**src/hdl/mcal_pkg.sv**
```systemverilog
// Shared types, constants and the microcode table of the magnetometer calibration datapath.
package mcal_pkg;

  localparam int BAD_SAMPLE_LIMIT = 5;
  localparam int COEF_FRAC_BITS   = 14;

  localparam int RAW_W  = 16;
  localparam int D_W    = RAW_W + 1;
  localparam int COEF_W = 16;
  localparam int OUT_W  = 20;
  localparam int MUL_W  = OUT_W;
  localparam int PROD_W = 2 * MUL_W;
  localparam int ACC_W  = 35;
  localparam int CORR_W = ACC_W - COEF_FRAC_BITS;
  localparam int MAP_W  = CORR_W + 2;
  localparam int SQ_W   = 2 * OUT_W;
  localparam int ROOT_W = OUT_W;
  localparam int REM_W  = ROOT_W + 2;
  localparam int ITER_W = $clog2(ROOT_W);
  localparam int CNT_W  = 3;
  localparam int PC_W   = 5;
  localparam int ADDR_W = 6;
  localparam int DATA_W = 64;
  localparam int ROW_W  = 3 * COEF_W;

  localparam logic signed [RAW_W-1:0] RAW_MAX = 16'sh7FFF;
  localparam logic signed [RAW_W-1:0] RAW_MIN = 16'sh8000;

  localparam logic [ROW_W-1:0] ROW_ONE_RST   = 48'h0000_0000_4000;
  localparam logic [ROW_W-1:0] ROW_TWO_RST   = 48'h0000_4000_0000;
  localparam logic [ROW_W-1:0] ROW_THREE_RST = 48'h4000_0000_0000;
  localparam logic [8:0]       AXIS_MAP_RST  = 9'd209;

  typedef enum logic [1:0] {
    ST_VALID  = 2'd0,
    ST_REJECT = 2'd1,
    ST_REINIT = 2'd2
  } status_t;

  typedef enum logic [2:0] {
    REG_OFFSET_X  = 3'd0,
    REG_OFFSET_Y  = 3'd1,
    REG_OFFSET_Z  = 3'd2,
    REG_ROW_ONE   = 3'd3,
    REG_ROW_TWO   = 3'd4,
    REG_ROW_THREE = 3'd5,
    REG_AXIS_MAP  = 3'd6,
    REG_Z_ROT     = 3'd7
  } reg_idx_t;

  typedef struct packed {
    logic signed [RAW_W-1:0] raw_x;
    logic signed [RAW_W-1:0] raw_y;
    logic signed [RAW_W-1:0] raw_z;
  } in_pkt_t;

  typedef struct packed {
    status_t                 sample_status;
    logic signed [OUT_W-1:0] out_x;
    logic signed [OUT_W-1:0] out_y;
    logic signed [OUT_W-1:0] out_z;
    logic [ROOT_W-1:0]       magnitude;
  } out_pkt_t;

  typedef struct packed {
    logic signed [RAW_W-1:0] offset_x;
    logic signed [RAW_W-1:0] offset_y;
    logic signed [RAW_W-1:0] offset_z;
    logic [ROW_W-1:0]        row_one;
    logic [ROW_W-1:0]        row_two;
    logic [ROW_W-1:0]        row_three;
    logic [8:0]              axis_map;
    logic [1:0]              z_rotation;
  } cfg_t;

  typedef enum logic [2:0] {
    OP_NOP,
    OP_MAC,
    OP_STORE,
    OP_MAP,
    OP_SQ,
    OP_ROOT_INIT,
    OP_ROOT_STEP,
    OP_DONE
  } op_t;

  typedef enum logic {
    JC_NEXT,
    JC_ROOT_LOOP
  } jc_t;

  // One microcode word: datapath operation, operand selects and branch.
  typedef struct packed {
    op_t             op;
    logic [1:0]      row;
    logic [1:0]      col;
    logic            clr;
    jc_t             cond;
    logic [PC_W-1:0] target;
  } ucw_t;

  // Control handed from the sequencer to the datapath.
  typedef struct packed {
    logic       load;
    op_t        op;
    logic [1:0] row;
    logic [1:0] col;
    logic       clr;
  } ctl_t;

  localparam logic [PC_W-1:0] PC_START = 5'd0;
  localparam logic [PC_W-1:0] PC_ROOT  = 5'd17;
  localparam logic [PC_W-1:0] PC_DONE  = 5'd18;

  function automatic ucw_t mk(op_t op, logic [1:0] row, logic [1:0] col, logic clr);
    ucw_t w;
    w.op     = op;
    w.row    = row;
    w.col    = col;
    w.clr    = clr;
    w.cond   = JC_NEXT;
    w.target = PC_START;
    return w;
  endfunction

  function automatic ucw_t ucode(logic [PC_W-1:0] pc);
    ucw_t w;
    case (pc)
      5'd0:    w = mk(OP_MAC,   2'd0, 2'd0, 1'b1);
      5'd1:    w = mk(OP_MAC,   2'd0, 2'd1, 1'b0);
      5'd2:    w = mk(OP_MAC,   2'd0, 2'd2, 1'b0);
      5'd3:    w = mk(OP_STORE, 2'd0, 2'd0, 1'b0);
      5'd4:    w = mk(OP_MAC,   2'd1, 2'd0, 1'b1);
      5'd5:    w = mk(OP_MAC,   2'd1, 2'd1, 1'b0);
      5'd6:    w = mk(OP_MAC,   2'd1, 2'd2, 1'b0);
      5'd7:    w = mk(OP_STORE, 2'd1, 2'd0, 1'b0);
      5'd8:    w = mk(OP_MAC,   2'd2, 2'd0, 1'b1);
      5'd9:    w = mk(OP_MAC,   2'd2, 2'd1, 1'b0);
      5'd10:   w = mk(OP_MAC,   2'd2, 2'd2, 1'b0);
      5'd11:   w = mk(OP_STORE, 2'd2, 2'd0, 1'b0);
      5'd12:   w = mk(OP_MAP,   2'd0, 2'd0, 1'b0);
      5'd13:   w = mk(OP_SQ,    2'd0, 2'd0, 1'b1);
      5'd14:   w = mk(OP_SQ,    2'd0, 2'd1, 1'b0);
      5'd15:   w = mk(OP_SQ,    2'd0, 2'd2, 1'b0);
      5'd16:   w = mk(OP_ROOT_INIT, 2'd0, 2'd0, 1'b0);
      5'd17: begin
        w = mk(OP_ROOT_STEP, 2'd0, 2'd0, 1'b0);
        w.cond   = JC_ROOT_LOOP;
        w.target = PC_ROOT;
      end
      5'd18:   w = mk(OP_DONE,  2'd0, 2'd0, 1'b0);
      default: w = mk(OP_DONE,  2'd0, 2'd0, 1'b0);
    endcase
    return w;
  endfunction

endpackage

```
**src/hdl/magnetometer_calibration_datapath.sv**
```systemverilog
// Top level: configuration registers, microcode sequencer and result register.
//
//  Channel  Handshake                 Payload
//  in_      in_valid / in_ready       in_data  (raw_x, raw_y, raw_z)
//  out_     out_valid / out_ready     out_data (sample_status, out_x/y/z, magnitude)
//  config   psel/penable/pwrite, pready   paddr[5:3] register, pwdata/prdata 64 bits
//
// A good sample runs the 19-step microprogram: nine multiply-accumulates on the
// shared multiplier, three roundings, mapping, three squares, the root setup and
// twenty square root steps. out_valid rises when the final step completes and
// in_ready returns with it. A rejected sample jumps straight to the final step.
// The final step waits while the previous result is still held; in_ready is
// high whenever no sample is in flight. Reset is synchronous and loads the
// identity calibration.
module magnetometer_calibration_datapath (
  input  logic                          clk,
  input  logic                          rst_n,
  input  logic                          in_valid,
  output logic                          in_ready,
  input  mcal_pkg::in_pkt_t             in_data,
  output logic                          out_valid,
  input  logic                          out_ready,
  output mcal_pkg::out_pkt_t            out_data,
  input  logic                          psel,
  input  logic                          penable,
  input  logic                          pwrite,
  input  logic [mcal_pkg::ADDR_W-1:0]   paddr,
  input  logic [mcal_pkg::DATA_W-1:0]   pwdata,
  output logic [mcal_pkg::DATA_W-1:0]   prdata,
  output logic                          pready
);

  mcal_pkg::cfg_t                  cfg_r;
  logic                            busy_r;
  logic [mcal_pkg::PC_W-1:0]       pc_r, pc_nxt;
  logic [mcal_pkg::CNT_W-1:0]      cnt_r, cnt_nxt;
  mcal_pkg::status_t               status_r, status_nxt;
  logic                            out_valid_r;
  mcal_pkg::out_pkt_t              out_data_r;

  mcal_pkg::ucw_t                  ucw;
  mcal_pkg::ctl_t                  ctl;
  mcal_pkg::reg_idx_t              reg_idx;
  logic                            cfg_wr;
  logic                            accept;
  logic                            bad;
  logic                            done_go;
  logic [mcal_pkg::CNT_W-1:0]      cnt_inc;
  logic                            root_last;
  logic signed [mcal_pkg::OUT_W-1:0] t_x, t_y, t_z;
  logic [mcal_pkg::ROOT_W-1:0]     root;

  assign pready   = 1'b1;
  assign reg_idx  = mcal_pkg::reg_idx_t'(paddr[5:3]);
  assign cfg_wr   = psel && penable && pwrite && pready;
  assign in_ready = !busy_r;
  assign accept   = in_valid && in_ready;
  assign ucw      = mcal_pkg::ucode(pc_r);

  always_comb begin
    case (reg_idx)
      mcal_pkg::REG_OFFSET_X:  prdata = {48'd0, cfg_r.offset_x};
      mcal_pkg::REG_OFFSET_Y:  prdata = {48'd0, cfg_r.offset_y};
      mcal_pkg::REG_OFFSET_Z:  prdata = {48'd0, cfg_r.offset_z};
      mcal_pkg::REG_ROW_ONE:   prdata = {16'd0, cfg_r.row_one};
      mcal_pkg::REG_ROW_TWO:   prdata = {16'd0, cfg_r.row_two};
      mcal_pkg::REG_ROW_THREE: prdata = {16'd0, cfg_r.row_three};
      mcal_pkg::REG_AXIS_MAP:  prdata = {55'd0, cfg_r.axis_map};
      mcal_pkg::REG_Z_ROT:     prdata = {62'd0, cfg_r.z_rotation};
      default:                 prdata = '0;
    endcase
  end

  always_ff @(posedge clk) begin
    if (!rst_n) begin
      cfg_r.offset_x   <= '0;
      cfg_r.offset_y   <= '0;
      cfg_r.offset_z   <= '0;
      cfg_r.row_one    <= mcal_pkg::ROW_ONE_RST;
      cfg_r.row_two    <= mcal_pkg::ROW_TWO_RST;
      cfg_r.row_three  <= mcal_pkg::ROW_THREE_RST;
      cfg_r.axis_map   <= mcal_pkg::AXIS_MAP_RST;
      cfg_r.z_rotation <= '0;
    end else if (cfg_wr) begin
      case (reg_idx)
        mcal_pkg::REG_OFFSET_X:  cfg_r.offset_x   <= pwdata[15:0];
        mcal_pkg::REG_OFFSET_Y:  cfg_r.offset_y   <= pwdata[15:0];
        mcal_pkg::REG_OFFSET_Z:  cfg_r.offset_z   <= pwdata[15:0];
        mcal_pkg::REG_ROW_ONE:   cfg_r.row_one    <= pwdata[47:0];
        mcal_pkg::REG_ROW_TWO:   cfg_r.row_two    <= pwdata[47:0];
        mcal_pkg::REG_ROW_THREE: cfg_r.row_three  <= pwdata[47:0];
        mcal_pkg::REG_AXIS_MAP:  cfg_r.axis_map   <= pwdata[8:0];
        mcal_pkg::REG_Z_ROT:     cfg_r.z_rotation <= pwdata[1:0];
        default: ;
      endcase
    end
  end

  always_comb begin
    bad = (in_data.raw_x == '0 && in_data.raw_y == '0 && in_data.raw_z == '0) ||
          in_data.raw_x == mcal_pkg::RAW_MAX || in_data.raw_y == mcal_pkg::RAW_MAX ||
          in_data.raw_z == mcal_pkg::RAW_MAX ||
          in_data.raw_x == mcal_pkg::RAW_MIN || in_data.raw_y == mcal_pkg::RAW_MIN ||
          in_data.raw_z == mcal_pkg::RAW_MIN;
    cnt_inc    = cnt_r + 1'b1;
    cnt_nxt    = cnt_r;
    status_nxt = status_r;
    if (accept) begin
      if (!bad) begin
        cnt_nxt    = '0;
        status_nxt = mcal_pkg::ST_VALID;
      end else if (cnt_inc >= mcal_pkg::CNT_W'(mcal_pkg::BAD_SAMPLE_LIMIT)) begin
        cnt_nxt    = '0;
        status_nxt = mcal_pkg::ST_REINIT;
      end else begin
        cnt_nxt    = cnt_inc;
        status_nxt = mcal_pkg::ST_REJECT;
      end
    end

    done_go = busy_r && ucw.op == mcal_pkg::OP_DONE && (!out_valid_r || out_ready);

    pc_nxt = pc_r;
    if (accept) begin
      pc_nxt = bad ? mcal_pkg::PC_DONE : mcal_pkg::PC_START;
    end else if (busy_r && ucw.op != mcal_pkg::OP_DONE) begin
      if (ucw.cond == mcal_pkg::JC_ROOT_LOOP && !root_last) begin
        pc_nxt = ucw.target;
      end else begin
        pc_nxt = pc_r + 1'b1;
      end
    end

    ctl.load = accept;
    ctl.op   = busy_r ? ucw.op : mcal_pkg::OP_NOP;
    ctl.row  = ucw.row;
    ctl.col  = ucw.col;
    ctl.clr  = ucw.clr;
  end

  always_ff @(posedge clk) begin
    if (!rst_n) begin
      busy_r      <= 1'b0;
      pc_r        <= mcal_pkg::PC_START;
      cnt_r       <= '0;
      status_r    <= mcal_pkg::ST_VALID;
      out_valid_r <= 1'b0;
    end else begin
      pc_r     <= pc_nxt;
      cnt_r    <= cnt_nxt;
      status_r <= status_nxt;
      if (accept) begin
        busy_r <= 1'b1;
      end else if (done_go) begin
        busy_r <= 1'b0;
      end
      if (done_go) begin
        out_valid_r <= 1'b1;
      end else if (out_ready) begin
        out_valid_r <= 1'b0;
      end
    end
  end

  // Rejected samples report zeros in every numeric field.
  always_ff @(posedge clk) begin
    if (done_go) begin
      out_data_r.sample_status <= status_r;
      if (status_r == mcal_pkg::ST_VALID) begin
        out_data_r.out_x     <= t_x;
        out_data_r.out_y     <= t_y;
        out_data_r.out_z     <= t_z;
        out_data_r.magnitude <= root;
      end else begin
        out_data_r.out_x     <= '0;
        out_data_r.out_y     <= '0;
        out_data_r.out_z     <= '0;
        out_data_r.magnitude <= '0;
      end
    end
  end

  assign out_valid = out_valid_r;
  assign out_data  = out_data_r;

  mcal_dp u_dp (
    .clk       (clk),
    .ctl       (ctl),
    .cfg       (cfg_r),
    .raw       (in_data),
    .root_last (root_last),
    .t_x       (t_x),
    .t_y       (t_y),
    .t_z       (t_z),
    .root      (root)
  );

endmodule

```
**src/hdl/mcal_dp.sv**
```systemverilog
// Arithmetic datapath: shared multiplier, accumulators, axis mapping and square root.
module mcal_dp (
  input  logic                          clk,
  input  mcal_pkg::ctl_t                ctl,
  input  mcal_pkg::cfg_t                cfg,
  input  mcal_pkg::in_pkt_t             raw,
  output logic                          root_last,
  output logic signed [mcal_pkg::OUT_W-1:0] t_x,
  output logic signed [mcal_pkg::OUT_W-1:0] t_y,
  output logic signed [mcal_pkg::OUT_W-1:0] t_z,
  output logic [mcal_pkg::ROOT_W-1:0]   root
);

  localparam logic [mcal_pkg::ACC_W-1:0] RND_HALF =
    mcal_pkg::ACC_W'(1) << (mcal_pkg::COEF_FRAC_BITS - 1);

  logic signed [mcal_pkg::D_W-1:0]    d_r   [3];
  logic signed [mcal_pkg::CORR_W-1:0] c_r   [3];
  logic signed [mcal_pkg::OUT_W-1:0]  t_r   [3];
  logic signed [mcal_pkg::ACC_W-1:0]  acc_r;
  logic [mcal_pkg::SQ_W-1:0]          sq_r;
  logic [mcal_pkg::SQ_W-1:0]          n_r;
  logic [mcal_pkg::REM_W-1:0]         rem_r;
  logic [mcal_pkg::ROOT_W-1:0]        root_r;
  logic [mcal_pkg::ITER_W-1:0]        iter_r;

  logic [mcal_pkg::ROW_W-1:0]          row_sel;
  logic signed [mcal_pkg::COEF_W-1:0]  coef;
  logic signed [mcal_pkg::D_W-1:0]     d_sel;
  logic signed [mcal_pkg::OUT_W-1:0]   t_sel;
  logic signed [mcal_pkg::MUL_W-1:0]   mul_a;
  logic signed [mcal_pkg::MUL_W-1:0]   mul_b;
  logic signed [mcal_pkg::PROD_W-1:0]  prod;
  logic signed [mcal_pkg::ACC_W-1:0]   acc_nxt;
  logic signed [mcal_pkg::ACC_W-1:0]   rnd;
  logic signed [mcal_pkg::CORR_W-1:0]  corr;
  logic [mcal_pkg::SQ_W-1:0]           sq_nxt;
  logic signed [mcal_pkg::MAP_W-1:0]   mx, my, mz, tx, ty;
  logic [mcal_pkg::REM_W-1:0]          rem_sh;
  logic [mcal_pkg::REM_W-1:0]          trial;
  logic                                ge;

  function automatic logic signed [mcal_pkg::MAP_W-1:0] pick(
    logic [2:0] code,
    logic signed [mcal_pkg::CORR_W-1:0] cx,
    logic signed [mcal_pkg::CORR_W-1:0] cy,
    logic signed [mcal_pkg::CORR_W-1:0] cz
  );
    logic signed [mcal_pkg::MAP_W-1:0] v;
    case (code)
      3'b001, 3'b111: v = mcal_pkg::MAP_W'(cx);
      3'b010, 3'b110: v = mcal_pkg::MAP_W'(cy);
      3'b011, 3'b101: v = mcal_pkg::MAP_W'(cz);
      default:        v = '0;
    endcase
    return code[2] ? -v : v;
  endfunction

  function automatic logic signed [mcal_pkg::OUT_W-1:0] sat(
    logic signed [mcal_pkg::MAP_W-1:0] v
  );
    logic [mcal_pkg::MAP_W-mcal_pkg::OUT_W:0] upper;
    logic signed [mcal_pkg::OUT_W-1:0]        r;
    upper = v[mcal_pkg::MAP_W-1:mcal_pkg::OUT_W-1];
    if (upper == '0 || upper == '1) begin
      r = v[mcal_pkg::OUT_W-1:0];
    end else if (v[mcal_pkg::MAP_W-1]) begin
      r = {1'b1, {(mcal_pkg::OUT_W-1){1'b0}}};
    end else begin
      r = {1'b0, {(mcal_pkg::OUT_W-1){1'b1}}};
    end
    return r;
  endfunction

  always_comb begin
    case (ctl.row)
      2'd0:    row_sel = cfg.row_one;
      2'd1:    row_sel = cfg.row_two;
      default: row_sel = cfg.row_three;
    endcase
    case (ctl.col)
      2'd0: begin
        coef  = row_sel[15:0];
        d_sel = d_r[0];
        t_sel = t_r[0];
      end
      2'd1: begin
        coef  = row_sel[31:16];
        d_sel = d_r[1];
        t_sel = t_r[1];
      end
      default: begin
        coef  = row_sel[47:32];
        d_sel = d_r[2];
        t_sel = t_r[2];
      end
    endcase

    if (ctl.op == mcal_pkg::OP_SQ) begin
      mul_a = t_sel;
      mul_b = t_sel;
    end else begin
      mul_a = mcal_pkg::MUL_W'(coef);
      mul_b = mcal_pkg::MUL_W'(d_sel);
    end
    prod    = mul_a * mul_b;
    acc_nxt = (ctl.clr ? '0 : acc_r) + mcal_pkg::ACC_W'(prod);
    sq_nxt  = (ctl.clr ? '0 : sq_r) + $unsigned(prod);

    // Round half up, then drop the fraction bits.
    rnd  = acc_r + $signed(RND_HALF);
    corr = rnd[mcal_pkg::ACC_W-1:mcal_pkg::COEF_FRAC_BITS];

    mx = pick(cfg.axis_map[2:0], c_r[0], c_r[1], c_r[2]);
    my = pick(cfg.axis_map[5:3], c_r[0], c_r[1], c_r[2]);
    mz = pick(cfg.axis_map[8:6], c_r[0], c_r[1], c_r[2]);
    case (cfg.z_rotation)
      2'd1: begin
        tx = my;
        ty = -mx;
      end
      2'd2: begin
        tx = -mx;
        ty = -my;
      end
      2'd3: begin
        tx = -my;
        ty = mx;
      end
      default: begin
        tx = mx;
        ty = my;
      end
    endcase

    // Restoring square root, one result bit per step.
    rem_sh = {rem_r[mcal_pkg::REM_W-3:0], n_r[mcal_pkg::SQ_W-1:mcal_pkg::SQ_W-2]};
    trial  = {root_r, 2'b01};
    ge     = rem_sh >= trial;
  end

  always_ff @(posedge clk) begin
    if (ctl.load) begin
      d_r[0] <= mcal_pkg::D_W'(raw.raw_x) - mcal_pkg::D_W'(cfg.offset_x);
      d_r[1] <= mcal_pkg::D_W'(raw.raw_y) - mcal_pkg::D_W'(cfg.offset_y);
      d_r[2] <= mcal_pkg::D_W'(raw.raw_z) - mcal_pkg::D_W'(cfg.offset_z);
    end
    case (ctl.op)
      mcal_pkg::OP_MAC: acc_r <= acc_nxt;
      mcal_pkg::OP_STORE: begin
        case (ctl.row)
          2'd0:    c_r[0] <= corr;
          2'd1:    c_r[1] <= corr;
          default: c_r[2] <= corr;
        endcase
      end
      mcal_pkg::OP_MAP: begin
        t_r[0] <= sat(tx);
        t_r[1] <= sat(ty);
        t_r[2] <= sat(mz);
      end
      mcal_pkg::OP_SQ: sq_r <= sq_nxt;
      mcal_pkg::OP_ROOT_INIT: begin
        n_r    <= sq_r;
        rem_r  <= '0;
        root_r <= '0;
        iter_r <= '0;
      end
      mcal_pkg::OP_ROOT_STEP: begin
        n_r    <= {n_r[mcal_pkg::SQ_W-3:0], 2'b00};
        rem_r  <= ge ? rem_sh - trial : rem_sh;
        root_r <= {root_r[mcal_pkg::ROOT_W-2:0], ge};
        iter_r <= iter_r + 1'b1;
      end
      default: ;
    endcase
  end

  assign root_last = (iter_r == mcal_pkg::ITER_W'(mcal_pkg::ROOT_W - 1));
  assign t_x  = t_r[0];
  assign t_y  = t_r[1];
  assign t_z  = t_r[2];
  assign root = root_r;

endmodule

```
**config.mk**
```make
export PLATFORM = sky130hd
export DESIGN_NAME = magnetometer_calibration_datapath
export DESIGN_NICKNAME = d
export VERILOG_FILES = /design/src/hdl/mcal_pkg.sv /design/src/hdl/magnetometer_calibration_datapath.sv /design/src/hdl/mcal_dp.sv
export SDC_FILE = /design/constraint.sdc
export NUM_CORES = 2
export LEC_CHECK = 0
export BUFFER_PORTS_ARGS = -buffer_cell sky130_fd_sc_hd__buf_2
export CAP_MARGIN = 20
export CORE_MARGIN = 8
export CORE_UTILIZATION = 45
export CTS_BUF_LIST = sky130_fd_sc_hd__clkbuf_8 sky130_fd_sc_hd__clkbuf_16
export DETAILED_ROUTE_END_ITERATION = 12
export PLACE_DENSITY = 0.71
export SLEW_MARGIN = 15
export SYNTH_ARGS = -nofsm -noshare
export SYNTH_HDL_FRONTEND = slang
export SYNTH_SLANG_ARGS = --single-unit
```
**constraint.sdc**
```tcl
create_clock -name clk -period 12.6 [get_ports clk]
set_input_delay 2.52 -clock clk [delete_from_list [all_inputs] [get_ports clk]]
set_output_delay 2.52 -clock clk [all_outputs]
set_load 0.03 [all_outputs]
```
Yosys cells after proc, flatten, opt, wreduce, memory -nomap -nowiden
Memories as Yosys holds them, arrays and structs flattened. A register that Yosys moved wholly into a read port is not among the register bits.
Cells that the tools add are included.
{"block": "totals", "register_bits": 457, "latch_bits": 0, "mem_bits_rw": 174, "romBits": 352, "output_inout_bits": 149, "wordCells": 215, "memories": 4}
{"name": "(no name shown)", "depth": 32, "word_bits": 11, "read_ports": 1, "rd_ports_with_merged_regs": 1, "write_ports": 0, "line": "mcal_pkg.sv:128", "text": "case (pc)"}
{"name": "u_dp.c_r", "depth": 3, "word_bits": 21, "read_ports": 3, "rd_ports_with_merged_regs": 0, "write_ports": 1, "line": "mcal_dp.sv:18", "text": "logic signed [mcal_pkg::CORR_W-1:0] c_r [3];"}
{"name": "u_dp.t_r", "depth": 3, "word_bits": 20, "read_ports": 3, "rd_ports_with_merged_regs": 0, "write_ports": 3, "line": "mcal_dp.sv:19", "text": "logic signed [mcal_pkg::OUT_W-1:0] t_r [3];"}
{"name": "u_dp.d_r", "depth": 3, "word_bits": 17, "read_ports": 3, "rd_ports_with_merged_regs": 0, "write_ports": 3, "line": "mcal_dp.sv:17", "text": "logic signed [mcal_pkg::D_W-1:0] d_r [3];"}
{"block": "op_classes", "addsub": 15, "mul": 1, "n_div": 0, "magnitude_cmp": 2, "n_eq_ne": 48, "shift": 0, "mux": 65, "bitwise_logic": 0, "reduce_logical": 56}
{"operator": "$pmux 64 s8", "n": 1}
{"operator": "$pmux 23 s3", "n": 5}
{"operator": "$mux 20", "n": 12}
{"operator": "$pmux 20 s2", "n": 3}
{"operator": "$neg 23->23", "n": 5}
{"operator": "$eq 16x16->1 const B", "n": 6}
{"operator": "$pmux 48 s2", "n": 1}
{"operator": "$pmux 40 s2", "n": 1}
{"operator": "$mux 23", "n": 3}
{"operator": "$eq 3x3->1 const B", "n": 17}
{"operator": "$sub 16x16->17", "n": 3}
{"operator": "$logic_not 16->1", "n": 3}
{"operator": "$mux 21", "n": 2}
{"operator": "$reduce_or 21->1", "n": 2}
{"operator": "$add 40x40->40", "n": 1}
{"operator": "$mul 20x20->40", "n": 1}
{"operator": "$mux 40", "n": 1}
{"operator": "$add 35x15->35 const B", "n": 1}
{"operator": "$add 35x35->35", "n": 1}
{"operator": "$mux 35", "n": 1}
{"operator": "$pmux 17 s2", "n": 1}
{"operator": "$pmux 16 s2", "n": 1}
{"operator": "$eq 3x2->1 const B", "n": 10}
{"operator": "$mux 5", "n": 6}
{"operator": "24 further kinds", "n": 99}

Longest topological paths before layout
{"block": "depth", "ltp_word": 13, "mapped_depth": 49, "ltp_nobuf": 45}

Hierarchy
A second synthesis with hierarchy kept.
{"block": "unflattened", "cells_unflattened": 6226, "area_unflattened_um2": 56030.0}
{"mod": "mcal_dp", "instances": 1, "cells_each": 4755, "area_each_um2": 42568.3, "seq_area_each_um2": 10029.6}
{"mod": "magnetometer_calibration_datapath", "instances": 1, "cells_each": 1471, "area_each_um2": 13461.7, "seq_area_each_um2": 6946.7}

Worst setup path after synthesis
OpenSTA, ideal clock, no wires.
{"block": "synth_path", "kind": "reg2reg", "startpoint": "register busy_r", "endpoint": "register u_dp.sq_r[38] (netlist name), data pin", "setup_time_ns": 0.264, "arrival_ns": 10.825, "required_time_ns": 12.336, "slack_ns": 1.512, "path_stages_with_launch": 43, "path_buffers": 3, "synth_period_minus_slack_ns": 11.088, "cell_sequence": "dfxtp_1 -> inv_1 -> nor2_1 -> nand3b_1 -> inv_1 -> clkbuf_1 -> clkbuf_1 -> buf_1 -> o21ai_1 -> nand2_1 -> fa_1 -> inv_1 -> fa_1 -> inv_1 -> fa_1 -> inv_1 -> fa_1 -> inv_1 -> [7 not listed] -> nand3_1 -> or2_2 -> o21ai_0 -> a21o_1 -> a21oi_1 -> xnor2_1 -> ha_1 -> and3_1 -> nand3_1 -> nor2_1 -> nand4_1 -> o21ai_0 -> o41ai_1 -> o21ai_0 -> a31oi_1 -> o21ai_0 -> a221oi_1 -> xnor2_1"}
{"block": "synth_between", "elab_chain_len": 5, "elab_cells_between_ends": 6, "cone_classes": "1 x add/sub; 1 x mul; 1 x eq/ne; 3 x mux"}
{"element": "from (decl)", "line": "magnetometer_calibration_datapath.sv:34", "text": "logic busy_r;"}
{"element": "from (signal assigned)", "line": "magnetometer_calibration_datapath.sv:143", "text": "busy_r <= 1'b0;"}
{"element": "from (signal assigned)", "line": "magnetometer_calibration_datapath.sv:153", "text": "busy_r <= 1'b1;"}
{"element": "from (signal assigned)", "line": "magnetometer_calibration_datapath.sv:155", "text": "busy_r <= 1'b0;"}
{"element": "$mux 3 (*)", "line": "magnetometer_calibration_datapath.sv:135", "text": "ctl.op = busy_r ? ucw.op : mcal_pkg::OP_NOP;"}
{"element": "$eq 3x3->1 (*)", "line": "mcal_dp.sv:99", "text": "if (ctl.op == mcal_pkg::OP_SQ) begin"}
{"element": "$mux 20", "line": "mcal_dp.sv:99"}
{"element": "$mul 20x20->40 (*)", "line": "mcal_dp.sv:106", "text": "prod = mul_a * mul_b;"}
{"element": "$add 40x40->40 (*)", "line": "mcal_dp.sv:108", "text": "sq_nxt = (ctl.clr ? '0 : sq_r) + $unsigned(prod);"}
{"element": "named net u_dp.sq_nxt, one bit", "line": "mcal_dp.sv:37", "text": "logic [mcal_pkg::SQ_W-1:0] sq_nxt;"}
{"element": "to (signal assigned)", "line": "mcal_dp.sv:162", "text": "mcal_pkg::OP_SQ: sq_r <= sq_nxt;"}
{"element": "to (decl)", "line": "mcal_dp.sv:21", "text": "logic [mcal_pkg::SQ_W-1:0] sq_r;"}
Mark *: on every way through the listed nets, which the timed path passes. The rest lies on a longest branch.
A chain may end at the register's enable or synchronous reset.

Worst setup path after layout
{"block": "layout_path", "startpoint": "register, netlist name ucw[9]", "endpoint": "register u_dp.sq_r[38] (netlist name), data pin"}
{"block": "layout_between", "elab_chain_len": 6, "elab_cells_between_ends": 7, "cone_classes": "1 x add/sub; 1 x mul; 1 x eq/ne; 3 x mux; 1 x reduce/logical"}
{"element": "$eq 2x1->1 / $logic_not 2->1 (equally long branches)", "line": "mcal_dp.sv:76", "text": "case (ctl.row)"}
{"element": "$pmux 48 s2 (*)", "line": "mcal_dp.sv:76"}
{"element": "$pmux 16 s2 (*)", "line": "mcal_dp.sv:81", "text": "case (ctl.col)"}
{"element": "$mux 20 (*)", "line": "mcal_dp.sv:99"}
{"element": "$mul 20x20->40 (*)", "line": "mcal_dp.sv:106"}
{"element": "$add 40x40->40 (*)", "line": "mcal_dp.sv:108"}
{"element": "named net u_dp.sq_nxt, one bit", "line": "mcal_dp.sv:37"}
Marked as above.

==> reports/summary.txt <==
setup_tns - 0 ns
first-pass GRT wire length - 259,000 µm
routability cong. - 0.965
DRT Pass-1 Iters - 6
# Post-CTS Setup Buffers - 0
Multi-input gate area - 35,100 µm²
Worst setup EP type - flop
DIE AREA - 135,000 µm²
RSZ-0062 raised after global routing - no
adder-cell area share of the yosys netlist - 21.2%
Yosys warnings - 0
Slew headroom - 20.7%
slowest stage cell, crit path - dfxtp_2
worst-margin pin slew - 1.18 ns
top cells by area, synth - edfxtp_1 (22%), fa_1 (15%), dfxtp_1 (8.0%), nand2_1 (6.9%), ha_1 (5.8%)
clk slew on worst S/H paths - 0.06 ns
most frequent cell after synthesis - nand2_1
Initial Util - 45.2%
gr usage total - 24.2%
Post-Synth Simple-Gate Area - 17.2%
Area Growth Syn to Fin - 9.47%
clk sinks - 640
maxcap violations - 0
largest net degree at the start of global routing - 118
DRT iter0 DRCs - 4,144
leakage power - 25.0 nW
#FFs+latches synth - 640
min cycle time layout - 11.74 ns
GR Util met1 - 31.6%
HPWL Detailed - 133,000 µm
Pwr per Cell Area - 272 nW/µm²
status - completed
post-synthesis mux area share - 6.01%
final WL - 170,000 µm
CP arrival - 12.15 ns
GR peak layer - met2
Post-Syn Area - 55,700 µm²
Hold/Removal Path Class - flop to flop
Tcrit/Tclk final - 93.2%
xor-xnor portion of the synthesized cell area - 3.61%
root buffer cell - clkbuf_16
Synth area leader - edfxtp_1
Synth Area in Compound Gates - 14.6%
DRC Markers - 0
initial antenna violation count - 50
Async S/R FF share, synth - 0%
crit path launch type - flop
post-synthesis sequential area ratio - 30.5%
Clock Path Buffers - 3
Skew-Pair Late Insertion Delay - 0.70 ns
CTS Hold Bufs - 0
Primary FF master, synth - edfxtp_1
Yosys top cell area share - 22.4%
Port Buf Inserts - 237
IO Pins - 274
Layout fillers - 11,400
Mapped Cells - 6,186
post-CTS sizing - 0
most used cell along the critical path - fa_1
vias in the first global route - 44,000
worst-path maximum fanout - 18
syn_area_per_cell - 9.01 µm²
CP Class - flop to flop
dpl ws - 0.961 ns
fmax - 85.2 MHz
Synth top cells by count - nand2_1 (1,025), inv_1 (653), nor2_1 (471)
vias per cell - 5.68
EDFF count, synth - 416
Critical Path RT - 13.00 ns
layout cell share with drive strength beyond 1 - 9.97%
unique cell type count in the Yosys netlist - 98
H-tree levels - 3
M2 GR Usage - 37.6%
combinational family with the most area after synthesis - adder cells
non-filler cells, final - 8,008
total CTS buffers - 72
Nets - 7,094
hold_ws - 0.472 ns
register area - 17,000 µm²
TritonCTS clock tree - built
final hold violations - 0
Setup WS post-layout - 0.857 ns
FP Rows - 129
met3 usage - 6.73%
Max Clock Skew - 0.0379 ns
via count - 45,400
Chip Height - 368 µm
CP max stage delay - 0.69 ns
VDD IR-drop max - 0.424 mV
Final Setup Violations - 0
Max Slew Vio Count - 0
Overflow after GRT - 0
drt wl/cell - 21.2 µm
core region area - 123,000 µm²
placed insts - 7,845
Final ANT Viol Nets - 0
Die X-Extent - 368 µm
kinds of logic after synthesis:
family | count (synthesis)
AO/OA/AOI/OAI | 1207
multiplexers | 290
other | 2
adder cells (fa/ha/maj) | 687
buffers and inverters | 988
XOR/XNOR | 228
AND/OR/NAND/NOR | 2144
flip-flops | 640
metal layers:
metal,part of all wire (%),up-vias
met2,44,1860
li1,-,21100
met4,4.7,28
met1,41,22100
met3,9.7,366
met5,0.11,-
sequential cells by signal, summed over array words and instances, names as in the netlist, 20 cells and up:
signal      flops
u_dp.acc_r     35
u_dp.c_r       63
u_dp.root      20
u_dp.t_r       60
u_dp.rem_r     20
u_dp.d_r       51
u_dp.sq_r      40
out_data       82
cfg_r         203
u_dp.n_r       40
worst paths after layout:
path,startpoint,to,slack (ns),cells after the start
setup / recovery,ucw[9]$_SDFF_PP0_,u_dp.sq_r[38]$_DFFE_PP_,0.86,39
hold / removal,cfg_r[189]$_SDFFE_PN0P_,cfg_r[189]$_SDFFE_PN0P_,0.47,2
setup reg to reg,ucw[9]$_SDFF_PP0_,u_dp.sq_r[38]$_DFFE_PP_,0.86,39
hold reg to reg,cfg_r[189]$_SDFFE_PN0P_,cfg_r[189]$_SDFFE_PN0P_,0.47,2
power by group:
group	leakage [nW]	switching [W]	internal (W)
Sequential	5.61	0.0000981	0.00293
Clock	1.21	0.000916	0.00122
Combinational	18.2	0.00670	0.00474
cells in the final DEF (no fill, tap or decap), drive strengths merged, types with 20 or more instances in the layout:
master and count:
a21o 70, or2 24, o21ai 287, clkbuf 79, diode 30, or3 23
mux2 60, xnor2 159, nand2 1025, nand4 33, nor4 31, a21oi 235
o211ai 27, edfxtp 416, o21a 38, xor2 68, buf 342, a22o 24
a31oi 20, a21boi 234, nor2 472, o221ai 36, nand2b 47, a211oi 37
inv 673, and2 101, dfxtp 224, nor3 85, clkinv 23, mux2i 201
and3 32, mux4 29, nand3b 43, ha 260, o31ai 34, fa 426
o21bai 20, nor2b 123, nand3 75
area by class of cell:
cell class                      count  share of cell area [%]
Antenna cell                       30                   0.123
Sequential cell                   640                    27.9
Multi-Input combinational cell   4573                    57.5
Clock buffer                       79                    3.13
Clock inverter                     53                   0.767
Tap cell                         1637                    3.36
Timing Repair Buffer              342                    3.25
Inverter                          654                    4.03
worst max-delay path, delay by kind of cell, from the launching register on:
kind	cells	cell delay, ns
AOI/OAI and AO/OA	12	3.94
xor gates and xnor gates	2	0.51
adders and majority gates	9	4.13
buffers and inverters	8	1.08
DFF	1	0.69
muxes	1	0.12
and+or+nand+nor	7	0.97
per-stage QoR:
stage                     utilization, %  instance area [µm²]  total power, W
after floorplan                        -                55800          0.0119
final                               49.5                61000          0.0166
after global placement              47.5                58500          0.0140
after CTS                           49.4                60900          0.0166
after global routing                49.4                60900          0.0181
after detailed placement            47.5                58500          0.0143
Note: power is estimated with default switching activity, not from simulation.
